**src/rab_ram.sv**
```systemverilog
module rab_ram #(
  parameter int WIDTH = 16,
  parameter int DEPTH = 256,
  localparam int AW = (DEPTH > 1) ? $clog2(DEPTH) : 1
) (
  input  logic             clk,
  input  logic             wr_en,
  input  logic [AW-1:0]    wr_addr,
  input  logic [WIDTH-1:0] wr_data,
  input  logic             rd_en,
  input  logic [AW-1:0]    rd_addr,
  output logic [WIDTH-1:0] rd_data
);

  logic [WIDTH-1:0] mem_r [DEPTH];
  logic [WIDTH-1:0] rd_data_r;

  // Write port; read port returns the old word on a same-address write
  always_ff @(posedge clk) begin
    if (wr_en) begin
      mem_r[wr_addr] <= wr_data;
    end
    if (rd_en) begin
      rd_data_r <= mem_r[rd_addr];
    end
  end

  assign rd_data = rd_data_r;

endmodule
```
**config.mk**
```make
export PLATFORM = sky130hd
export DESIGN_NAME = rab_ram
export DESIGN_NICKNAME = d
export VERILOG_FILES = /design/src/rab_ram.sv
export SDC_FILE = /design/constraint.sdc
export NUM_CORES = 2
export LEC_CHECK = 0
export BUFFER_PORTS_ARGS = -buffer_cell sky130_fd_sc_hd__buf_4
export CORE_MARGIN = 2
export CORE_UTILIZATION = 55
export CTS_BUF_LIST = sky130_fd_sc_hd__clkbuf_2
export DETAILED_ROUTE_END_ITERATION = 10
export PLACE_DENSITY = 0.71
export SYNTH_ARGS = -nofsm -noshare
export SYNTH_HDL_FRONTEND = slang
export SYNTH_SLANG_ARGS = --single-unit
```
**constraint.sdc**
```tcl
create_clock -name clk -period 2.7 [get_ports clk]
set_input_delay 0 -clock clk [delete_from_list [all_inputs] [get_ports clk]]
set_output_delay 0 -clock clk [all_outputs]
set_load 0.01 [all_outputs]
```
==> metrics <==
Die Width about 540 microns; initial DRC count 11700; fill count 19520; most common cell after layout, fill and taps aside edfxtp_1; die area 293200 sq um; cell area after synthesis around 160000 sq um; met3 wire len 49.43 mm; CTS buffer count 947; Vias around 85000; Seq pwr share 60.4%; count of non-filler cells in the finished layout between 10000 and 15000; switching power 29040 uW; Storage cell area 123500 sq um; multi-input logic area 33020 sq um; setup ws final -429.0 ps; slowest cell on the critical path edfxtp_1; sw frac 24.91%; Post-Syn Nets 7395; count of cell types in the netlist 51; type of the worst setup path register to primary output; IO buf count 50; crit path time final ~3100 ps; Setup crit start kind register; CP delay by family, top flip-flops; Total GRT Usage between 20% and 30%; Yosys top cell area share 77.72%; Seq/Total Area, Yosys around 78%; Syn Area/Cell 21.59 sq um; WL final 417.6 mm; synth top area cells edfxtp_1 78%, mux4_2 11%, mux2i_1 3.6%; final hold slack approximately 230 ps; Post-CTS Setup Bufs 0; CTS Sinks 4112; largest net degree at the start of global routing around 120; htree depth 6; Skew-Pair Late Insertion Delay 2350 ps; Synth Instances 7360; Total Power 116600 uW; Starting Density 55.23%; clock transition at the registers of the reported paths 110 ps; Max transition margin 0.4519%; CTS root buffer clkbuf_2; status complete, but fails checks; initial antenna violation count 18; first-pass GRT wire length 594.0 mm; # IOs 51; DR WL/cell 31.08 microns; Yosys top cell by area edfxtp_1; combinational share of power 6.5%; commonest cells after routing, fill and taps aside 4112 x edfxtp_1, 1328 x clkbuf_2, 797 x mux4_2; Buffers & Inverters on Critical Path 1; Detail Placement HPWL 253.0 mm; CP required 2700 ps; first-pass iteration count of the detailed router 6; PwrDens 645.3 nW/um^2; RSZ-0062 raised after global routing true; peak supply drop between 400 and 500 uV; Fin. Hold Viols 0; # DRC 0; max-slew violations 0; fraction of registers with async set or reset after synthesis 0%; Worst Path Max Fanout 1; GP Congestion 0.8927; row count 197; crit-path cells buf_6; WL met2 195.8 mm; worst-case clock buffer depth 4; DRT antenna net count 0; Post-synth EDFFs 4112; Tcrit/Tclk final 115.9%; Yosys Warn Count 0; Max Clock Skew ~170 ps; GRT overflow 0; fraction of layout cells with a size suffix above 1 34.55%; worst min path class input pin to register; setup violators final 17; Vias per Instance about 6.4; Top Layer Used met4; Leakage 0.06019 uW; critical path arrival around 3100 ps; vias in the first global route about 86000; synth-to-layout area growth 13.70%; failing checks capacitance limit, setup timing; Main synth FF type edfxtp_1; CTS tree done; worst-margin pin slew 1482 ps; Max Clk Rate 319.6 MHz; Post-Place Cells roughly 12000; clock share of power 33.1%; internal power 87520 uW; Metal-1 WL approximately 150 mm; core box area 287700 sq um; Worst setup EP type primary output; max cap viols 1; max incr delay on CP around 630 ps; Yosys reg bits 4112; die height between 500 and 600 microns; layout net count 9004
-- flip-flops by register name, summed over array words and instances (netlist names) --
signal,cells
rd_data,16
mem_r,4096
-- cells in the mapped netlist, types with 3 or more instances --
cell	n
buf_12	5
a21oi_1	175
buf_6	77
o32ai_1	20
buf_1	27
clkbuf_1	230
buf_8	11
inv_1	3
nand2_1	38
nand4b_1	3
mux2_2	88
buf_2	76
edfxtp_1	4112
o21ai_0	37
nor4_1	17
nor3_1	92
mux4_2	797
nand2b_1	3
nor2_1	304
and3_1	11
buf_4	26
nor2b_1	9
nand3_1	35
a31oi_1	6
or2_2	4
o221ai_1	252
a22o_1	32
o22ai_1	148
a2111oi_0	6
a221oi_1	28
a22oi_1	43
mux2i_1	565
a211oi_1	18
o31ai_1	16
nand4_1	26
-- worst paths after layout --
kind / to / from / slack (ps) / depth (start not counted)
max: rd_data[12] / rd_data[12] / -430 / 1
min: mem_r[246][3] / wr_data[3] / 230 / 4
max reg2reg: rd_data[14] / mem_r[48][14] / -20 / 6
min reg2reg: rd_data[13] / mem_r[208][13] / 1140 / 7
-- metal layers --
metal | up-vias | GRT usage (%)
li1 | 35160 | -
met1 | 44010 | 38.66
met2 | 5455 | 43.35
met3 | 785 | 7.645
met4 | 0 | 12.55
met5 | - | 0
-- cells by family after synthesis --
logic type,share of synthesized area [%]
DFF,77.72
buffers and inverters,1.692
muxes,15.48
and+or+nand+nor,1.573
AOI/OAI and AO/OA,3.534
-- what timing repair did --
item	in CTS	in global routing
hold buffers	164	4
pin swaps	5	4
endpoints found under the hold margin	8224	434
setup endpoints to repair	22	304
cloned	0	0
resized for setup	32	19
-- area by class of cell --
cell class                 instances  area share [%]
clock inverter                   301          0.9760
clock buffer                    1328           3.679
timing repair buffer            1112           6.062
inverter                           4         0.01524
antenna                            7        0.009697
sequential                      4112           68.36
multi-input combinational       2792           18.28
tap                             3781           2.619
-- power groups by stage --
stage / clock (uW) / sequential (uW) / combinational [uW]
3_5_place_dp: 0 / 71800 / 7150
4_1_cts: 39300 / 70400 / 7470
6_report: 38600 / 70400 / 7580
3_3_place_gp: 0 / 71800 / 6990
5_1_grt: 42300 / 70400 / 7850
2_1_floorplan: 0 / 71800 / 3470
-- metrics by stage --
stage / setup slack, ps / utilization, % / area [sq um] / TNS, ps
floorplan: 451.1 / - / 158900 / 0
global placement: -740.0 / 59.12 / 170100 / -6292
finish: -429.0 / 62.80 / 180600 / -4676
global route: -479.2 / 62.79 / 180600 / -5610
detailed placement: -725.6 / 59.12 / 170100 / -6846
CTS: -588.7 / 62.77 / 180500 / -10620
No activity file was read; power rests on OpenSTA's default activity.
